File: src/rtl/core/s384_pkg.sv
`timescale 1ns / 1ps
// ----------------------------------------------------------------------------
// s384_pkg
// shared types, constants and round tables of the sha-384 stream hasher
// ----------------------------------------------------------------------------
package s384_pkg;

   localparam logic [6:0] InputWordBits = 7'd64;

   typedef struct packed {
      logic [63:0] msg_word;
      logic [6:0]  valid_bits;
      logic        last_word;
   } item_type;

   typedef struct packed {
      logic not_empty;
      logic full;
   } queue_status_type;

   typedef enum logic [2:0] {
      ST_IDLE,
      ST_FLUSH,
      ST_PAD,
      ST_FILL,
      ST_ROUND,
      ST_FEED,
      ST_OUT
   } engine_state_type;

   function automatic logic [63:0] init_hash(input logic [2:0] idx);
      logic [63:0] r;
      case (idx)
         3'd0:    r = 64'hcbbb9d5dc1059ed8;
         3'd1:    r = 64'h629a292a367cd507;
         3'd2:    r = 64'h9159015a3070dd17;
         3'd3:    r = 64'h152fecd8f70e5939;
         3'd4:    r = 64'h67332667ffc00b31;
         3'd5:    r = 64'h8eb44a8768581511;
         3'd6:    r = 64'hdb0c2e0d64f98fa7;
         default: r = 64'h47b5481dbefa4fa4;
      endcase
      return r;
   endfunction

   function automatic logic [63:0] round_k(input logic [6:0] t);
      logic [63:0] r;
      case (t)
         7'd0:  r = 64'h428a2f98d728ae22; 7'd1:  r = 64'h7137449123ef65cd;
         7'd2:  r = 64'hb5c0fbcfec4d3b2f; 7'd3:  r = 64'he9b5dba58189dbbc;
         7'd4:  r = 64'h3956c25bf348b538; 7'd5:  r = 64'h59f111f1b605d019;
         7'd6:  r = 64'h923f82a4af194f9b; 7'd7:  r = 64'hab1c5ed5da6d8118;
         7'd8:  r = 64'hd807aa98a3030242; 7'd9:  r = 64'h12835b0145706fbe;
         7'd10: r = 64'h243185be4ee4b28c; 7'd11: r = 64'h550c7dc3d5ffb4e2;
         7'd12: r = 64'h72be5d74f27b896f; 7'd13: r = 64'h80deb1fe3b1696b1;
         7'd14: r = 64'h9bdc06a725c71235; 7'd15: r = 64'hc19bf174cf692694;
         7'd16: r = 64'he49b69c19ef14ad2; 7'd17: r = 64'hefbe4786384f25e3;
         7'd18: r = 64'h0fc19dc68b8cd5b5; 7'd19: r = 64'h240ca1cc77ac9c65;
         7'd20: r = 64'h2de92c6f592b0275; 7'd21: r = 64'h4a7484aa6ea6e483;
         7'd22: r = 64'h5cb0a9dcbd41fbd4; 7'd23: r = 64'h76f988da831153b5;
         7'd24: r = 64'h983e5152ee66dfab; 7'd25: r = 64'ha831c66d2db43210;
         7'd26: r = 64'hb00327c898fb213f; 7'd27: r = 64'hbf597fc7beef0ee4;
         7'd28: r = 64'hc6e00bf33da88fc2; 7'd29: r = 64'hd5a79147930aa725;
         7'd30: r = 64'h06ca6351e003826f; 7'd31: r = 64'h142929670a0e6e70;
         7'd32: r = 64'h27b70a8546d22ffc; 7'd33: r = 64'h2e1b21385c26c926;
         7'd34: r = 64'h4d2c6dfc5ac42aed; 7'd35: r = 64'h53380d139d95b3df;
         7'd36: r = 64'h650a73548baf63de; 7'd37: r = 64'h766a0abb3c77b2a8;
         7'd38: r = 64'h81c2c92e47edaee6; 7'd39: r = 64'h92722c851482353b;
         7'd40: r = 64'ha2bfe8a14cf10364; 7'd41: r = 64'ha81a664bbc423001;
         7'd42: r = 64'hc24b8b70d0f89791; 7'd43: r = 64'hc76c51a30654be30;
         7'd44: r = 64'hd192e819d6ef5218; 7'd45: r = 64'hd69906245565a910;
         7'd46: r = 64'hf40e35855771202a; 7'd47: r = 64'h106aa07032bbd1b8;
         7'd48: r = 64'h19a4c116b8d2d0c8; 7'd49: r = 64'h1e376c085141ab53;
         7'd50: r = 64'h2748774cdf8eeb99; 7'd51: r = 64'h34b0bcb5e19b48a8;
         7'd52: r = 64'h391c0cb3c5c95a63; 7'd53: r = 64'h4ed8aa4ae3418acb;
         7'd54: r = 64'h5b9cca4f7763e373; 7'd55: r = 64'h682e6ff3d6b2b8a3;
         7'd56: r = 64'h748f82ee5defb2fc; 7'd57: r = 64'h78a5636f43172f60;
         7'd58: r = 64'h84c87814a1f0ab72; 7'd59: r = 64'h8cc702081a6439ec;
         7'd60: r = 64'h90befffa23631e28; 7'd61: r = 64'ha4506cebde82bde9;
         7'd62: r = 64'hbef9a3f7b2c67915; 7'd63: r = 64'hc67178f2e372532b;
         7'd64: r = 64'hca273eceea26619c; 7'd65: r = 64'hd186b8c721c0c207;
         7'd66: r = 64'heada7dd6cde0eb1e; 7'd67: r = 64'hf57d4f7fee6ed178;
         7'd68: r = 64'h06f067aa72176fba; 7'd69: r = 64'h0a637dc5a2c898a6;
         7'd70: r = 64'h113f9804bef90dae; 7'd71: r = 64'h1b710b35131c471b;
         7'd72: r = 64'h28db77f523047d84; 7'd73: r = 64'h32caab7b40c72493;
         7'd74: r = 64'h3c9ebe0a15c9bebc; 7'd75: r = 64'h431d67c49c100d4c;
         7'd76: r = 64'h4cc5d4becb3e42b6; 7'd77: r = 64'h597f299cfc657e2a;
         7'd78: r = 64'h5fcb6fab3ad6faec; 7'd79: r = 64'h6c44198c4a475817;
         default: r = 64'd0;
      endcase
      return r;
   endfunction

   function automatic logic [63:0] rotr(input logic [63:0] x, input int n);
      return (x >> n) | (x << (64 - n));
   endfunction

endpackage

File: src/rtl/core/s384_front.sv
`timescale 1ns / 1ps
// ----------------------------------------------------------------------------
// s384_front
// accepts words, clamps the bit count and clears the unused low bits
// ----------------------------------------------------------------------------
module s384_front
   import s384_pkg::*;
(
   input  logic             req_valid,
   output logic             req_stall,
   input  logic [63:0]      req_msg_word,
   input  logic [6:0]       req_valid_bits,
   input  logic             req_last_word,
   input  queue_status_type q_status,
   output logic             push,
   output item_type         push_item
);

   logic [6:0] count_sat;

   always_comb begin
      count_sat = (req_valid_bits > InputWordBits) ? InputWordBits : req_valid_bits;
      push_item.msg_word   = req_msg_word & ~(64'hffff_ffff_ffff_ffff >> count_sat);
      push_item.valid_bits = count_sat;
      push_item.last_word  = req_last_word;
   end

   assign req_stall = q_status.full;
   assign push      = req_valid & ~q_status.full;

endmodule

File: config.mk
export PLATFORM = sky130hd
export DESIGN_NAME = s384_front
export DESIGN_NICKNAME = d
export VERILOG_FILES = /design/src/rtl/core/s384_pkg.sv /design/src/rtl/core/s384_front.sv
export SDC_FILE = /design/constraint.sdc
export NUM_CORES = 1
export LEC_CHECK = 0
export ABC_AREA = 1
export BUFFER_PORTS_ARGS = -buffer_cell sky130_fd_sc_hd__buf_2
export CAP_MARGIN = 20
export CORE_MARGIN = 5
export CORE_UTILIZATION = 34
export DETAILED_ROUTE_END_ITERATION = 7
export PLACE_DENSITY = 0.95
export RECOVER_POWER = 100
export SETUP_SLACK_MARGIN = 0.2
export SYNTH_ARGS = -nofsm -noshare
export SYNTH_HDL_FRONTEND = slang
export SYNTH_SLANG_ARGS = --single-unit
File: constraint.sdc
create_clock -name vclk -period 1.7
set_input_delay 0 -clock vclk [all_inputs]
set_output_delay 0 -clock vclk [all_outputs]
set_load 0.02 [all_outputs]
Word-level counts from Yosys, hierarchy flattened
Index checks and enable logic that the tools add are counted.

Register bits after elaboration: 0. Latch bits: 0. RAM bits: 0. ROM bits: 0. Input bits: 75. Output and inout bits: 74. Memories kept: 0.

Add/subtract/negate cells: 0. Multipliers: 0. Divide/modulo/power cells: 0. Order comparisons: 1. Equal/unequal tests: 0. Shift-type cells: 1. Muxes and demuxes: 1. Bitwise gates (word level): 4. Reduce and logical (&&, ||, !) cells: 0.

Operator list (number): $and A64 B64 Y64 (1); $not A64 Y64 (1); $shr A64 B7 Y64 const A (1); $gt A7 B7 Y1 const B (1); $mux W7 (1); $and A1 B1 Y1 (1); $not A1 Y1 (1).

Logic depth before layout (Yosys ltp)
Depth after elaboration: 5. Gate-level depth with buffers: 9.

Worst setup path after synthesis
Ideal clock, no wire load.

Path kind: input to output. Start point: input req_valid_bits[3]. End point: output push_item[11] (netlist bit). Arrival time: 1.243 ns. Path slack: 0.457 ns. Stages: 6. Path through: buf_4 -> nor2_1 -> nand3_1 -> a21oi_2 -> nand2_1 -> a21oi_1.

RTL lines: start: declaration (RTL line s384_front.sv:12) `input logic [6:0] req_valid_bits,`; end: declaration (RTL line s384_front.sv:16) `output item_type push_item`.

==> impl_metrics.tcl <==
set metrics [dict create \
    wire_per_inst_um 13.40 \
    netlist_area_mm2 0.001008 \
    maxCapViolCount 0 \
    place_ws_ps 329.8 \
    antenna_cells 0 \
    start_util_pct 35.95 \
    first_global_vias 1744 \
    postSynthAreaPerCell_um2 5.042 \
    tightest_slew_ps 538.6 \
    rows 19 \
    track_usage_pct 22.18 \
    yosysWarnings 0 \
    drtPass1Iterations 4 \
    vias_per_cell 4.894 \
    fill_cells 327 \
    crit_type "input pin to primary output" \
    min_period_ps 1482 \
    max_freq_mhz 674.6 \
    layout-drive-gt1-share_pct 35.91 \
    die-area_mm2 0.004155 \
    final_max_slew_viol_count 0 \
    max_slew_margin_pct 64.09 \
    synth_top_area_share_pct 16.00 \
    netlist_top_cells_area "nand2_1 16%, inv_1 13%, a21boi_0 8.2%" \
    synth_top_family_by_area "simple AND/OR/NAND/NOR gates" \
    synthMuxAreaShare_pct 0 \
    hold_start "req_last_word" \
    hold_depth 0 \
    yosysMostFrequentCell "nand2_1" \
    cp.arrival_ps 1480 \
    cp.required_ps 1700 \
    path_max_fanout 14 \
    grt_max_degree 19 \
    cts-resized-gates 0 \
    synth_xor_area_share_pct 0 \
    grt_pass1_wl_um 7797 \
    whs_endpoint "push_item[0]" \
    antenna_found_initial 0 \
    die_w_um 64.46 \
    cts_setup_buffers 0 \
    die_h_um 64.46 \
    drc 0 \
    run_status "finished clean" \
    grt_overflow 0 \
    coreArea_mm2 0.002805 \
    postLayoutCoreUtil_pct 58.97 \
    syn_nets 275 \
    yosysTopAreaCell "nand2_1" \
    holdBufCountCts 0 \
    synth_compound_area_share_pct 37.22 \
    rsz0062_at_grt "true" \
    synthSimpleGateAreaFrac_pct 41.94 \
    crit_path_start_kind "input pin" \
    seq_cells 0 \
    io_buffers 146 \
    fin_nets 414 \
    netlist_instances 200 \
    ant_nets 0 \
    n_clock_buffer 0 \
    setup_slack_ps 217.6 \
    yosysSeqAreaShare_pct 0 \
    leakagePower_uw 0.001010 \
    hold_violations 0 \
    ios 149 \
    dp_hpwl_um 4154 \
    finalCritPeriodShare_pct 87.20 \
    drt_wl_total_um 4932 \
    timing.hold.ws_ps 0.03983 \
    globalplace.congestion 0.8516 \
    ir_worst_vdd_uv 180.1 \
    vias 1801 \
    yosys.area_share.adder_pct 0 \
    syn2layout_area_growth_pct 64.02 \
    p_per_area_mw_per_mm2 331.3 \
    final.setup.tns_ps 0 \
    setup_viol 0 \
    crit_path_end_kind "primary output" \
    synth_common_cells "43 x nand2_1, 34 x inv_1, 22 x nor2_1" \
    register_area_um2 0 \
    dr.first_iter.drc_count 44 \
    hp-class "input pin to primary output" \
    synth_cell_types 24 \
]
worst max-delay path by stage:
| stage | startpoint | endpoint | slack (ps) | cells after the start |
|---|---|---|---|---|
| 2_1_floorplan | req_valid_bits[3] | push_item[11] | 460 | 6 |
| 3_3_place_gp | req_valid_bits[6] | push_item[26] | 360 | 6 |
| 3_5_place_dp | req_valid_bits[6] | push_item[26] | 330 | 6 |
| 4_1_cts | req_valid_bits[6] | push_item[26] | 320 | 6 |
| 5_1_grt | req_valid_bits[3] | push_item[47] | 100 | 9 |
| 6_report | req_valid_bits[6] | push_item[33] | 220 | 7 |
stage by stage:
step,power (uW),instance area (um^2),instances
2_1_floorplan,347.6,1008,200
3_3_place_gp,564.1,1725,368
3_5_place_dp,570.3,1725,368
4_1_cts,572.6,1725,368
5_1_grt,599.8,1654,368
6_report,548.0,1654,368
cells by family (layout without fill, tap and decap cells):
logic type / Yosys count / in the layout
simple gates: 92 / 92
buf+inv: 50 / 187
compound gates: 58 / 58
cells in the final DEF, fill, tap and decap left out, drive strengths merged:
| cell type | Yosys | routed |
|---|---|---|
| o211ai | 1 | 1 |
| nand2 | 46 | 46 |
| nand4 | 4 | 4 |
| nor2 | 31 | 31 |
| inv | 40 | 40 |
| a21boi | 21 | 21 |
| buf | 7 | 100 |
| or2 | 1 | 1 |
| nor3b | 1 | 1 |
| o21a | 6 | 6 |
| nand3 | 9 | 9 |
| a21oi | 15 | 15 |
| o21ai | 15 | 15 |
| clkbuf | 3 | 47 |
layer usage:
metal / up-vias / track usage [%] / routed length (um)
met5: - / 0 / 0
met4: 0 / 1.055 / 9
met1: 791 / 26.45 / 1872
met3: 2 / 3.800 / 563
met2: 98 / 43.17 / 2486
li1: 910 / - / -
final cells by class:
| cell class | count | area [um^2] | share of cell area (%) |
|---|---|---|---|
| inverters | 40 | 150.1 | 9.077 |
| multi-input cells | 150 | 782.0 | 47.28 |
| well taps | 31 | 38.79 | 2.345 |
| repair buffers | 147 | 683.2 | 41.30 |
power by group:
part           internal [uW]  switching [uW]
clock                      0               0
combinational            186             362
sequential                 0               0
total                    186             362
critical path: stages:
cell	delay [ps]
buf_2	200
nor2_4	230
nand2_1	170
o21ai_0	360
nand2_1	100
a21boi_1	160
clkbuf_1	250
(Power assumes the default switching activity.)
