<file path="config.mk">
export PLATFORM = sky130hd
export DESIGN_NAME = s384_queue
export DESIGN_NICKNAME = d
export VERILOG_FILES = /design/src/rtl/core/s384_pkg.sv /design/src/rtl/core/s384_queue.sv
export SDC_FILE = /design/constraint.sdc
export NUM_CORES = 1
export LEC_CHECK = 0
export ABC_CLOCK_PERIOD_IN_PS = 3210
export BUFFER_PORTS_ARGS = -buffer_cell sky130_fd_sc_hd__buf_2
export CORE_UTILIZATION = 25
export CTS_CLUSTER_SIZE = 10
export DETAILED_ROUTE_END_ITERATION = 10
export PLACE_DENSITY = 0.55
export SLEW_MARGIN = 20
export SYNTH_ARGS = -nofsm -noshare
export SYNTH_HDL_FRONTEND = slang
export SYNTH_SLANG_ARGS = --single-unit
export TNS_END_PERCENT = 1
</file>
<file path="constraint.sdc">
create_clock -name clock -period 3.21 [get_ports clock]
set_input_delay 0.321 -clock clock [delete_from_list [all_inputs] [get_ports clock]]
set_output_delay 0.321 -clock clock [all_outputs]
set_load 0.03 [all_outputs]
</file>
<file path="src/rtl/core/s384_pkg.sv">
`timescale 1ns / 1ps
// ----------------------------------------------------------------------------
// s384_pkg
// shared types, constants and round tables of the sha-384 stream hasher
// ----------------------------------------------------------------------------
package s384_pkg;

   localparam logic [6:0] InputWordBits = 7'd64;

   typedef struct packed {
      logic [63:0] msg_word;
      logic [6:0]  valid_bits;
      logic        last_word;
   } item_type;

   typedef struct packed {
      logic not_empty;
      logic full;
   } queue_status_type;

   typedef enum logic [2:0] {
      ST_IDLE,
      ST_FLUSH,
      ST_PAD,
      ST_FILL,
      ST_ROUND,
      ST_FEED,
      ST_OUT
   } engine_state_type;

   function automatic logic [63:0] init_hash(input logic [2:0] idx);
      logic [63:0] r;
      case (idx)
         3'd0:    r = 64'hcbbb9d5dc1059ed8;
         3'd1:    r = 64'h629a292a367cd507;
         3'd2:    r = 64'h9159015a3070dd17;
         3'd3:    r = 64'h152fecd8f70e5939;
         3'd4:    r = 64'h67332667ffc00b31;
         3'd5:    r = 64'h8eb44a8768581511;
         3'd6:    r = 64'hdb0c2e0d64f98fa7;
         default: r = 64'h47b5481dbefa4fa4;
      endcase
      return r;
   endfunction

   function automatic logic [63:0] round_k(input logic [6:0] t);
      logic [63:0] r;
      case (t)
         7'd0:  r = 64'h428a2f98d728ae22; 7'd1:  r = 64'h7137449123ef65cd;
         7'd2:  r = 64'hb5c0fbcfec4d3b2f; 7'd3:  r = 64'he9b5dba58189dbbc;
         7'd4:  r = 64'h3956c25bf348b538; 7'd5:  r = 64'h59f111f1b605d019;
         7'd6:  r = 64'h923f82a4af194f9b; 7'd7:  r = 64'hab1c5ed5da6d8118;
         7'd8:  r = 64'hd807aa98a3030242; 7'd9:  r = 64'h12835b0145706fbe;
         7'd10: r = 64'h243185be4ee4b28c; 7'd11: r = 64'h550c7dc3d5ffb4e2;
         7'd12: r = 64'h72be5d74f27b896f; 7'd13: r = 64'h80deb1fe3b1696b1;
         7'd14: r = 64'h9bdc06a725c71235; 7'd15: r = 64'hc19bf174cf692694;
         7'd16: r = 64'he49b69c19ef14ad2; 7'd17: r = 64'hefbe4786384f25e3;
         7'd18: r = 64'h0fc19dc68b8cd5b5; 7'd19: r = 64'h240ca1cc77ac9c65;
         7'd20: r = 64'h2de92c6f592b0275; 7'd21: r = 64'h4a7484aa6ea6e483;
         7'd22: r = 64'h5cb0a9dcbd41fbd4; 7'd23: r = 64'h76f988da831153b5;
         7'd24: r = 64'h983e5152ee66dfab; 7'd25: r = 64'ha831c66d2db43210;
         7'd26: r = 64'hb00327c898fb213f; 7'd27: r = 64'hbf597fc7beef0ee4;
         7'd28: r = 64'hc6e00bf33da88fc2; 7'd29: r = 64'hd5a79147930aa725;
         7'd30: r = 64'h06ca6351e003826f; 7'd31: r = 64'h142929670a0e6e70;
         7'd32: r = 64'h27b70a8546d22ffc; 7'd33: r = 64'h2e1b21385c26c926;
         7'd34: r = 64'h4d2c6dfc5ac42aed; 7'd35: r = 64'h53380d139d95b3df;
         7'd36: r = 64'h650a73548baf63de; 7'd37: r = 64'h766a0abb3c77b2a8;
         7'd38: r = 64'h81c2c92e47edaee6; 7'd39: r = 64'h92722c851482353b;
         7'd40: r = 64'ha2bfe8a14cf10364; 7'd41: r = 64'ha81a664bbc423001;
         7'd42: r = 64'hc24b8b70d0f89791; 7'd43: r = 64'hc76c51a30654be30;
         7'd44: r = 64'hd192e819d6ef5218; 7'd45: r = 64'hd69906245565a910;
         7'd46: r = 64'hf40e35855771202a; 7'd47: r = 64'h106aa07032bbd1b8;
         7'd48: r = 64'h19a4c116b8d2d0c8; 7'd49: r = 64'h1e376c085141ab53;
         7'd50: r = 64'h2748774cdf8eeb99; 7'd51: r = 64'h34b0bcb5e19b48a8;
         7'd52: r = 64'h391c0cb3c5c95a63; 7'd53: r = 64'h4ed8aa4ae3418acb;
         7'd54: r = 64'h5b9cca4f7763e373; 7'd55: r = 64'h682e6ff3d6b2b8a3;
         7'd56: r = 64'h748f82ee5defb2fc; 7'd57: r = 64'h78a5636f43172f60;
         7'd58: r = 64'h84c87814a1f0ab72; 7'd59: r = 64'h8cc702081a6439ec;
         7'd60: r = 64'h90befffa23631e28; 7'd61: r = 64'ha4506cebde82bde9;
         7'd62: r = 64'hbef9a3f7b2c67915; 7'd63: r = 64'hc67178f2e372532b;
         7'd64: r = 64'hca273eceea26619c; 7'd65: r = 64'hd186b8c721c0c207;
         7'd66: r = 64'heada7dd6cde0eb1e; 7'd67: r = 64'hf57d4f7fee6ed178;
         7'd68: r = 64'h06f067aa72176fba; 7'd69: r = 64'h0a637dc5a2c898a6;
         7'd70: r = 64'h113f9804bef90dae; 7'd71: r = 64'h1b710b35131c471b;
         7'd72: r = 64'h28db77f523047d84; 7'd73: r = 64'h32caab7b40c72493;
         7'd74: r = 64'h3c9ebe0a15c9bebc; 7'd75: r = 64'h431d67c49c100d4c;
         7'd76: r = 64'h4cc5d4becb3e42b6; 7'd77: r = 64'h597f299cfc657e2a;
         7'd78: r = 64'h5fcb6fab3ad6faec; 7'd79: r = 64'h6c44198c4a475817;
         default: r = 64'd0;
      endcase
      return r;
   endfunction

   function automatic logic [63:0] rotr(input logic [63:0] x, input int n);
      return (x >> n) | (x << (64 - n));
   endfunction

endpackage

</file>
<file path="src/rtl/core/s384_queue.sv">
`timescale 1ns / 1ps
// ----------------------------------------------------------------------------
// s384_queue
// two-entry word queue between front and compression engine
// ----------------------------------------------------------------------------
module s384_queue
   import s384_pkg::*;
(
   input  logic             clock,
   input  logic             reset,
   input  logic             push,
   input  item_type         push_item,
   input  logic             pop,
   output item_type         head_item,
   output queue_status_type q_status
);

   item_type   entry_ff [2];
   logic       wr_ptr_ff, wr_ptr_in;
   logic       rd_ptr_ff, rd_ptr_in;
   logic [1:0] count_ff, count_in;

   always_comb begin
      wr_ptr_in = wr_ptr_ff ^ push;
      rd_ptr_in = rd_ptr_ff ^ pop;
      count_in  = count_ff + {1'b0, push} - {1'b0, pop};
      q_status.not_empty = (count_ff != 2'd0);
      q_status.full      = (count_ff == 2'd2);
      head_item = entry_ff[rd_ptr_ff];
   end

   always_ff @(posedge clock) begin
      if (reset) begin
         wr_ptr_ff <= 1'b0;
         rd_ptr_ff <= 1'b0;
         count_ff  <= 2'd0;
      end else begin
         wr_ptr_ff <= wr_ptr_in;
         rd_ptr_ff <= rd_ptr_in;
         count_ff  <= count_in;
      end
   end

   always_ff @(posedge clock) begin
      if (push) begin
         entry_ff[wr_ptr_ff] <= push_item;
      end
   end

   a_no_pop_empty: assert property (@(posedge clock) disable iff (reset)
      pop |-> count_ff != 2'd0) else $error("pop from empty queue");
   a_no_push_full: assert property (@(posedge clock) disable iff (reset)
      push |-> count_ff != 2'd2) else $error("push into full queue");
   a_count_bound: assert property (@(posedge clock) disable iff (reset)
      count_ff != 2'd3) else $error("queue count out of range");

endmodule

</file>
Yosys cells after proc, flatten, opt, wreduce, memory -nomap -nowiden
Memory sizes are Yosys's and may differ from the RTL's. A register that Yosys moved wholly into a read port is not among the register bits.
Cells that the tools add are included.

word-level totals
  register bits = 4
  RAM bits = 144
  memories kept = 1
  word-level logic and storage cells = 13
  input bits = 76
  output and inout bits = 74

memory list
  name      words  width  read ports  clocked after memory_dff  wr ports  line              source
  entry_ff  2      72     1           1                         1         s384_queue.sv:18  item_type entry_ff [2];

cells by class
  mux-type cells = 3
  equality and inequality tests = 1
  add/sub/neg operators = 2
  bitwise operators = 2
  reduce and logical (&&, ||, !) cells = 1

operators with widths
  cell                                         count
  1-bit 2-to-1 mux                             3
  2-bit by 1-bit adder with 2-bit output       1
  2-bit equality test, second input constant   1
  2-bit nonzero test                           1
  2-bit by 1-bit subtractor with 2-bit output  1
  1-bit XOR                                    2

Longest topological paths before layout
Gate-level depths: netlist (run 1).

  word-level depth = 2
  mapped depth = 6
  depth with buffers taken out = 6

Least setup slack after synthesis (run 1)
Ideal clock, no wire load.

  kind = flip-flop to flip-flop
  from = reg wr_ptr_ff
  to = mem entry_ff[0][0] in the netlist's numbering (enable)
  library setup time = 0.438 ns
  slack = 0.701 ns
  path buffers = 0
  stages on the path, launching flop included = 3
  data arrival time = 2.071 ns
  data required time = 2.772 ns
  cells stage by stage = dfxtp_1 > inv_1 > ha_1

RTL lines
  what                      line              source
  start: declaration        s384_queue.sv:19  logic wr_ptr_ff, wr_ptr_in;
  start signal: assignment  s384_queue.sv:38  wr_ptr_ff <= wr_ptr_in;
  end: declaration          s384_queue.sv:18

Straight into the memory's write port.

==> run_results.csv, run 1 <==
group,metric,value,unit
synth,synth.distinct_cells,13,
clock_tree,cts_tree,"yes",
synth,synth_top_area_share,0.752,
synth,synth_mux_area_frac,0.186,
synth,yosysSeqAreaShare,0.766,
critical_path,reg2reg_from,"wr_ptr_ff",
critical_path,cp_max_fo,73,
synth,ys_warn_count,0,
synth,synth_seq_cells,148,
final_layout,final_area,7300,µm²
clock_tree,clockBufferDepth,2,
sta,worst_pin_slew,0.604,ns
clock_tree,htreeDepth,4,
sta,setup_tns,0,ns
synth,synth_top_family_by_area,"multiplexers",
floorplanning,start_util,0.255,
final_layout,area_growth,27.0,%
routing,dr.first_iter.drc_count,87,
synth,synth_area_leaders,"edfxtp_1 (75%), mux2_4 (18%), buf_12 (2.4%), dfxtp_1 (1.4%), ha_1 (0.87%)",
power_and_ir_drop,combPwrFrac,0.155,
floorplanning,die_y,154,µm
routing,dr.pass1.iters,4,
synth,synth_xor_area_frac,0.00544,
final_layout,fin_util,0.324,
critical_path,endpoint_kind,"output port",
run,cap_violations,0,
final_layout,drive_gt1_frac,0.601,
floorplanning,die_area,23600,µm²
synth,yosys.area_share.simple,0.00522,
grt,grt_pass1_wl,16000,µm
final_layout,layoutNonFillerInstCount,705,
synth,synthesis.area,5750,µm²
critical_path,worstPathArrival,1.82,ns
clock_tree,post_cts_resized,0,
clock_tree,cts_setup_buffers,0,
clock_tree,clock-sinks,148,
power_and_ir_drop,power_frac_seq,0.484,
sta,holdWs,0.103,ns
critical_path,worstSetupStartpointType,"flip-flop",
synth,syn_avg_cell_area,23.7,µm²
final_layout,fin_nets,486,
routing,route.detailed.drc,0,
routing,vias,2757,
clock_tree,hold_buffers,0,
critical_path,setup.worst_path.start,"rd_ptr_ff",
critical_path,crit_type,"flip-flop to output port",
floorplanning,core-area,22600,µm²
synth,synth_area_leader_cell,"edfxtp_1",
power_and_ir_drop,leakage,0.00285,µW
place,dp_cells,670,
power_and_ir_drop,ir_worst_vdd,0.282,mV
synth,synthesis.nets,323,
power_and_ir_drop,p_int,3540,µW
floorplanning,die_w,154,µm
status,status,"finished clean",
routing,wl,10300,µm
routing,via_per_inst,3.91,
clock_tree,cts_buffers,17,
grt,grt_usage,0.0909,
synth,netlist_instances,243,
floorplanning,row_count,55,
sta,fin_crit_sh,0.667,
synth,synth-compound-area-share,0,
power_and_ir_drop,p_sw_frac,0.252,
synth,synthAdderAreaFrac,0.00871,
power_and_ir_drop,power.density,647,nW/µm²
power_and_ir_drop,clockPowerShare,0.361,
clock_tree,clkLatencyLatePin,0.40,ns
sta,rsz0062_at_grt,"false",
sta,hold_viol,0,
place,dpl.hpwl,6270,µm
clock_tree,clk_pin_slew_worst_paths,0.06,ns
sta,fmax,467,MHz
grt,grt_max_degree,74,
sta,clock_skew,0.00583,ns
sta,maxSlewViolCount,0,
place,gp_congestion,0.644,
grt,grt_pass1_vias,3022,
power_and_ir_drop,p_switching,1190,µW
grt,grt_overflow,0,
sta,max_slew_margin,0.597,
hold_path,hold_path.class,"primary input to flip-flop",
clock_tree,clock-root-buffer,"clkbuf_16",
floorplanning,num_io_pins,150,
critical_path,cp.required,2.89,ns
grt,antenna_found_initial,1,
hold_path,hp-start,"push_item[27]",
place,placed_cell_area,6750,µm²
routing,wl_per_cell,14.6,µm
final_layout,fillers,2193,
sta,period_needed,2.14,ns
place,io_buffers,149,
sta,finalSetupViolCount,0,
routing,final_antenna_net_count,0,
[routing by layer]
| layer | up-vias | track usage | wire length (µm) |
|---|---|---|---|
| met2 | 95 | 0.150 | 5090 |
| li1 | 1285 | - | - |
| met5 | - | 0 | 0 |
| met3 | 6 | 0.0378 | 801 |
| met4 | 0 | 0.0386 | 116 |
| met1 | 1371 | 0.104 | 4290 |
[cell usage in the layout (no fill, tap or decap), drive strengths merged]
cell type	count
dfxtp	4
xnor2	1
nor2b	2
clkinvlp	1
diode	1
edfxtp	144
buf	152
ha	4
clkinv	8
or2	1
mux2	72
nor2	3
clkbuf	22
xnor3	1
inv	4
[power groups by stage]
stage,combinational [µW],clock (µW),sequential (µW)
floorplan,557,0,2330
global placement,726,0,2330
detailed placement,736,0,2330
CTS,738,1780,2290
global route,781,1860,2300
finish,732,1710,2290
[stage by stage]
stage / setup WS [ns] / power [µW]
final: 1.07 / 4730
after global routing: 0.983 / 4940
after CTS: 1.04 / 4810
after detailed placement: 1.35 / 3070
after global placement: 1.40 / 3050
after floorplan: 0.701 / 2880
[cells by family after synthesis]
family	after synthesis
DFF	148
muxes	72
buffers and inverters	11
and+or+nand+nor	6
adders and majority gates	4
xor gates and xnor gates	2
[worst paths after layout]
kind	end	slack, ns	cells past startpoint
max reg2reg	entry_ff[0][57]	1.66	3
max	head_item[42]	1.07	3
min	entry_ff[1][27]	0.10	1
min reg2reg	wr_ptr_ff	0.63	3
[synth_stat cells]
master and n:
buf_12 7, nor2b_1 2, dfxtp_1 4, buf_6 1
mux2_2 3, edfxtp_1 144, xnor2_1 1, ha_1 4
mux2_4 69, xnor3_1 1, or2_2 1, nor2_1 3
inv_1 3
[worst max-delay path, stage by stage (launching register included)]
cell,delay [ns]
dfxtp_4,0.35
buf_12,0.44
mux2_4,0.36
buf_2,0.18
[registers in the layout, summed over array words and instances (netlist names)]
name       cells
count_ff       2
wr_ptr_ff      1
rd_ptr_ff      1
entry_ff     144
[final cells by class]
cell class / instances / area [µm²] / share of cell area
Tap cell: 285 / 357 / 0.0488
Timing Repair Buffer: 152 / 813 / 0.111
Clock buffer: 22 / 444 / 0.0608
Inverter: 3 / 11.3 / 0.00154
Antenna cell: 1 / 2.50 / 0.000343
Clock inverter: 10 / 60.1 / 0.00822
Sequential cell: 148 / 4410 / 0.604
Multi-Input combinational cell: 84 / 1210 / 0.165
Note: power is estimated with default switching activity, not from simulation.
==> run 2, diff against run 1 <==
--- a/config.mk
+++ b/config.mk
@@ -5,12 +5,13 @@
 export SDC_FILE = /design/constraint.sdc
 export NUM_CORES = 1
 export LEC_CHECK = 0
-export ABC_CLOCK_PERIOD_IN_PS = 3210
+export ABC_AREA = 1
+export ABC_CLOCK_PERIOD_IN_PS = 1750
 export BUFFER_PORTS_ARGS = -buffer_cell sky130_fd_sc_hd__buf_2
 export CORE_UTILIZATION = 25
 export CTS_CLUSTER_SIZE = 10
 export DETAILED_ROUTE_END_ITERATION = 10
-export PLACE_DENSITY = 0.55
+export PLACE_DENSITY = 0.56
 export SLEW_MARGIN = 20
 export SYNTH_ARGS = -nofsm -noshare
 export SYNTH_HDL_FRONTEND = slang
==> constraint.sdc (replaced) <==
create_clock -name clock -period 1.75 [get_ports clock]
set_input_delay 0.175 -clock clock [delete_from_list [all_inputs] [get_ports clock]]
set_output_delay 0.175 -clock clock [all_outputs]
set_load 0.03 [all_outputs]
==> run_results.csv, run 2 <==
group,metric,value,unit
status,status,"finished clean",
synth,syn_avg_cell_area,22.9,µm²
sta,max_slew_margin,0.727,
grt,grt_pass1_wl,19000,µm
final_layout,top_register,"entry_ff",
final_layout,final_area,8940,µm²
synth,synth.distinct_cells,13,
synth,synth_most_common_cell,"edfxtp_1",
clock_tree,clock-root-buffer,"clkbuf_16",
place,gp_congestion,0.644,
routing,wl_per_cell,15.6,µm
floorplanning,core-area,22600,µm²
hold_path,whs_endpoint,"rd_ptr_ff",
clock_tree,cts_tree,"yes",
grt,antenna_found_initial,0,
clock_tree,clkLatencyLatePin,0.41,ns
final_layout,fin_nets,582,
synth,synthesis.area,5750,µm²
floorplanning,num_io_pins,150,
hold_path,hold_path.class,"primary input to flip-flop",
synth,yosys-top-cells-count,"edfxtp_1 (144), mux2_4 (69), buf_12 (7), inv_1 (7), nor2_1 (5)",
grt,grt_max_degree,25,
critical_path,r2r_cells,2,
final_layout,fin_util,0.396,
critical_path,worstSetupStartpointType,"flip-flop",
routing,via_per_inst,3.93,
sta,rsz0062_at_grt,"true",
routing,final_antenna_net_count,0,
clock_tree,clock-sinks,148,
power_and_ir_drop,leakage,0.00352,µW
synth,ys_warn_count,0,
final_layout,fillers,2061,
grt,grt_overflow,0,
clock_tree,clockBufferDepth,2,
final_layout,area_growth,55.4,%
hold_path,hp-start,"pop",
clock_tree,htreeDepth,4,
grt,grt_usage,0.109,
floorplanning,die_y,154,µm
floorplanning,row_count,55,
final_layout,multi_input_area,1210,µm²
critical_path,worstPathArrival,1.56,ns
sta,clock_skew,0.00736,ns
final_layout,mostFrequentLayoutCells,"edfxtp_1 (144), buf_2 (77), dlygate4sd3_1 (73)",
place,io_buffers,149,
final_layout,antennaDiodeCount,0,
critical_path,crit_type,"flip-flop to output port",
synth,yosysSeqAreaShare,0.765,
critical_path,cp_max_fo,10,
critical_path,endpoint_kind,"output port",
sta,hold_viol,0,
final_layout,final_common_cell,"edfxtp_1",
sta,worst_pin_slew,0.410,ns
power_and_ir_drop,power.density,1100,nW/µm²
grt,grt_pass1_vias,3388,
sta,maxSlewViolCount,0,
routing,route.detailed.drc,0,
critical_path,reg2reg_slack,0.40,ns
floorplanning,die_area,23600,µm²
clock_tree,clk_pin_slew_worst_paths,0.06,ns
synth,synth_seq_cells,148,
sta,finalSetupViolCount,0,
synth,synth_area_leaders,"edfxtp_1 (75%), mux2_4 (18%), buf_12 (2.4%), dfxtp_1 (1.4%), ha_1 (0.87%)",
final_layout,reg.largest.list,"entry_ff (144), count_ff (2)",
synth,synth_area_leader_cell,"edfxtp_1",
final_layout,drive_gt1_frac,0.524,
critical_path,reg2reg_to,"entry_ff[1][9]",
critical_path,reg2reg_from,"wr_ptr_ff",
routing,wl,12500,µm
synth,synth-edff-count,144,
power_and_ir_drop,ir_worst_vdd,0.525,mV
sta,fmax,575,MHz
synth,ys.flop_type,"edfxtp_1",
sta,fin_crit_sh,0.994,
place,placed_cell_area,6880,µm²
routing,vias,3143,
final_layout,largest_reg_flops,144,
synth,synthesis.nets,331,
clock_tree,cts_buffers,17,
routing,dr.pass1.iters,4,
place,dpl.hpwl,7390,µm
synth,synth_top_area_share,0.751,
sta,setup_tns,0,ns
floorplanning,start_util,0.255,
floorplanning,die_w,154,µm
sta,period_needed,1.74,ns
synth,ys_async_sr_fraction,0,
synth,netlist_instances,251,
final_layout,regArea,4410,µm²
critical_path,cp.required,1.57,ns
run,cap_violations,0,
routing,dr.first_iter.drc_count,129,
hold_path,min_delay_path_depth,3,
[run 2: cell types whose count changed after synthesis]
cell     change
nand3_1      +1
xnor3_1      -1
nand2_1      +4
or2_2        -1
a21oi_1      +1
nor2b_1      -2
inv_1        +4
nor2_1       +2
[run 2: repair_timing]
| item | 4_1_cts | 5_1_grt |
|---|---|---|
| hold buffers | 73 | 0 |
| gates cloned | 6 | 1 |
| endpoints found under the setup margin | 72 | 71 |
| resized for setup | 151 | 4 |
| setup buffers | 2 | 1 |
| hold endpoints to repair | 147 | 0 |
[run 2: kinds of logic (layout without fill, tap and decap cells)]
family	after synthesis	in the layout	synth area share
XOR/XNOR	1	1	0.00152
AO/OA/AOI/OAI	1	1	0.000869
flip-flops	148	148	0.765
adder cells (fa/ha/maj)	4	4	0.00870
multiplexers	72	72	0.186
AND/OR/NAND/NOR	10	10	0.00674
buffers and inverters	15	279	0.0309
[run 2: layout make-up]
type                    instances  share of cell area
multi-input cells              88               0.135
repair buffers                240               0.260
clock buffers                  20              0.0488
flip-flops and latches        148               0.493
well taps                     285              0.0399
clock inverters                12              0.0203
inverters                       7             0.00294
[run 2: critical path, stage by stage, from the launching register on]
cell and delay [ns]:
dfxtp_4 0.37, buf_12 0.16, buf_16 0.16, mux2_4 0.32
buf_6 0.14
[run 2: per-layer routing]
layer / GRT usage / part of all wire / wire [µm] / up-vias
met5: 0 / 0 / 0 / -
met4: 0.0414 / 0.012 / 153 / 0
met3: 0.0349 / 0.045 / 559 / 9
met2: 0.183 / 0.51 / 6350 / 102
met1: 0.131 / 0.43 / 5390 / 1545
li1: - / - / - / 1487
[run 2: power by group]
| part | switching [µW] | total, µW | internal (µW) |
|---|---|---|---|
| combinational | 916 | 1910 | 989 |
| clock | 1390 | 3780 | 2390 |
| sequential | 56.8 | 4190 | 4130 |
[run 2: how the worst max path moves through the flow]
stage / end / start / cells past startpoint / slack [ns]
final: head_item[49] / rd_ptr_ff / 4 / 0.01
after global routing: head_item[49] / rd_ptr_ff / 4 / -0.06
after CTS: head_item[70] / rd_ptr_ff / 4 / -0.05
after detailed placement: head_item[71] / rd_ptr_ff / 3 / 0.33
after global placement: head_item[71] / rd_ptr_ff / 3 / 0.33
after floorplan: entry_ff[1][0] / wr_ptr_ff / 1 / -0.74
[run 2: metrics by stage]
step | hold WS, ns | worst slack, ns | total power (µW) | std cells
after detailed placement | 0.367 | 0.327 | 5640 | 685
after global routing | 0.0471 | -0.0624 | 10300 | 800
after floorplan | 0.242 | -0.738 | 5260 | 251
after CTS | 0.0224 | -0.0486 | 10000 | 798
final | 0.0493 | 0.0100 | 9880 | 800
after global placement | 0.363 | 0.330 | 5610 | 685
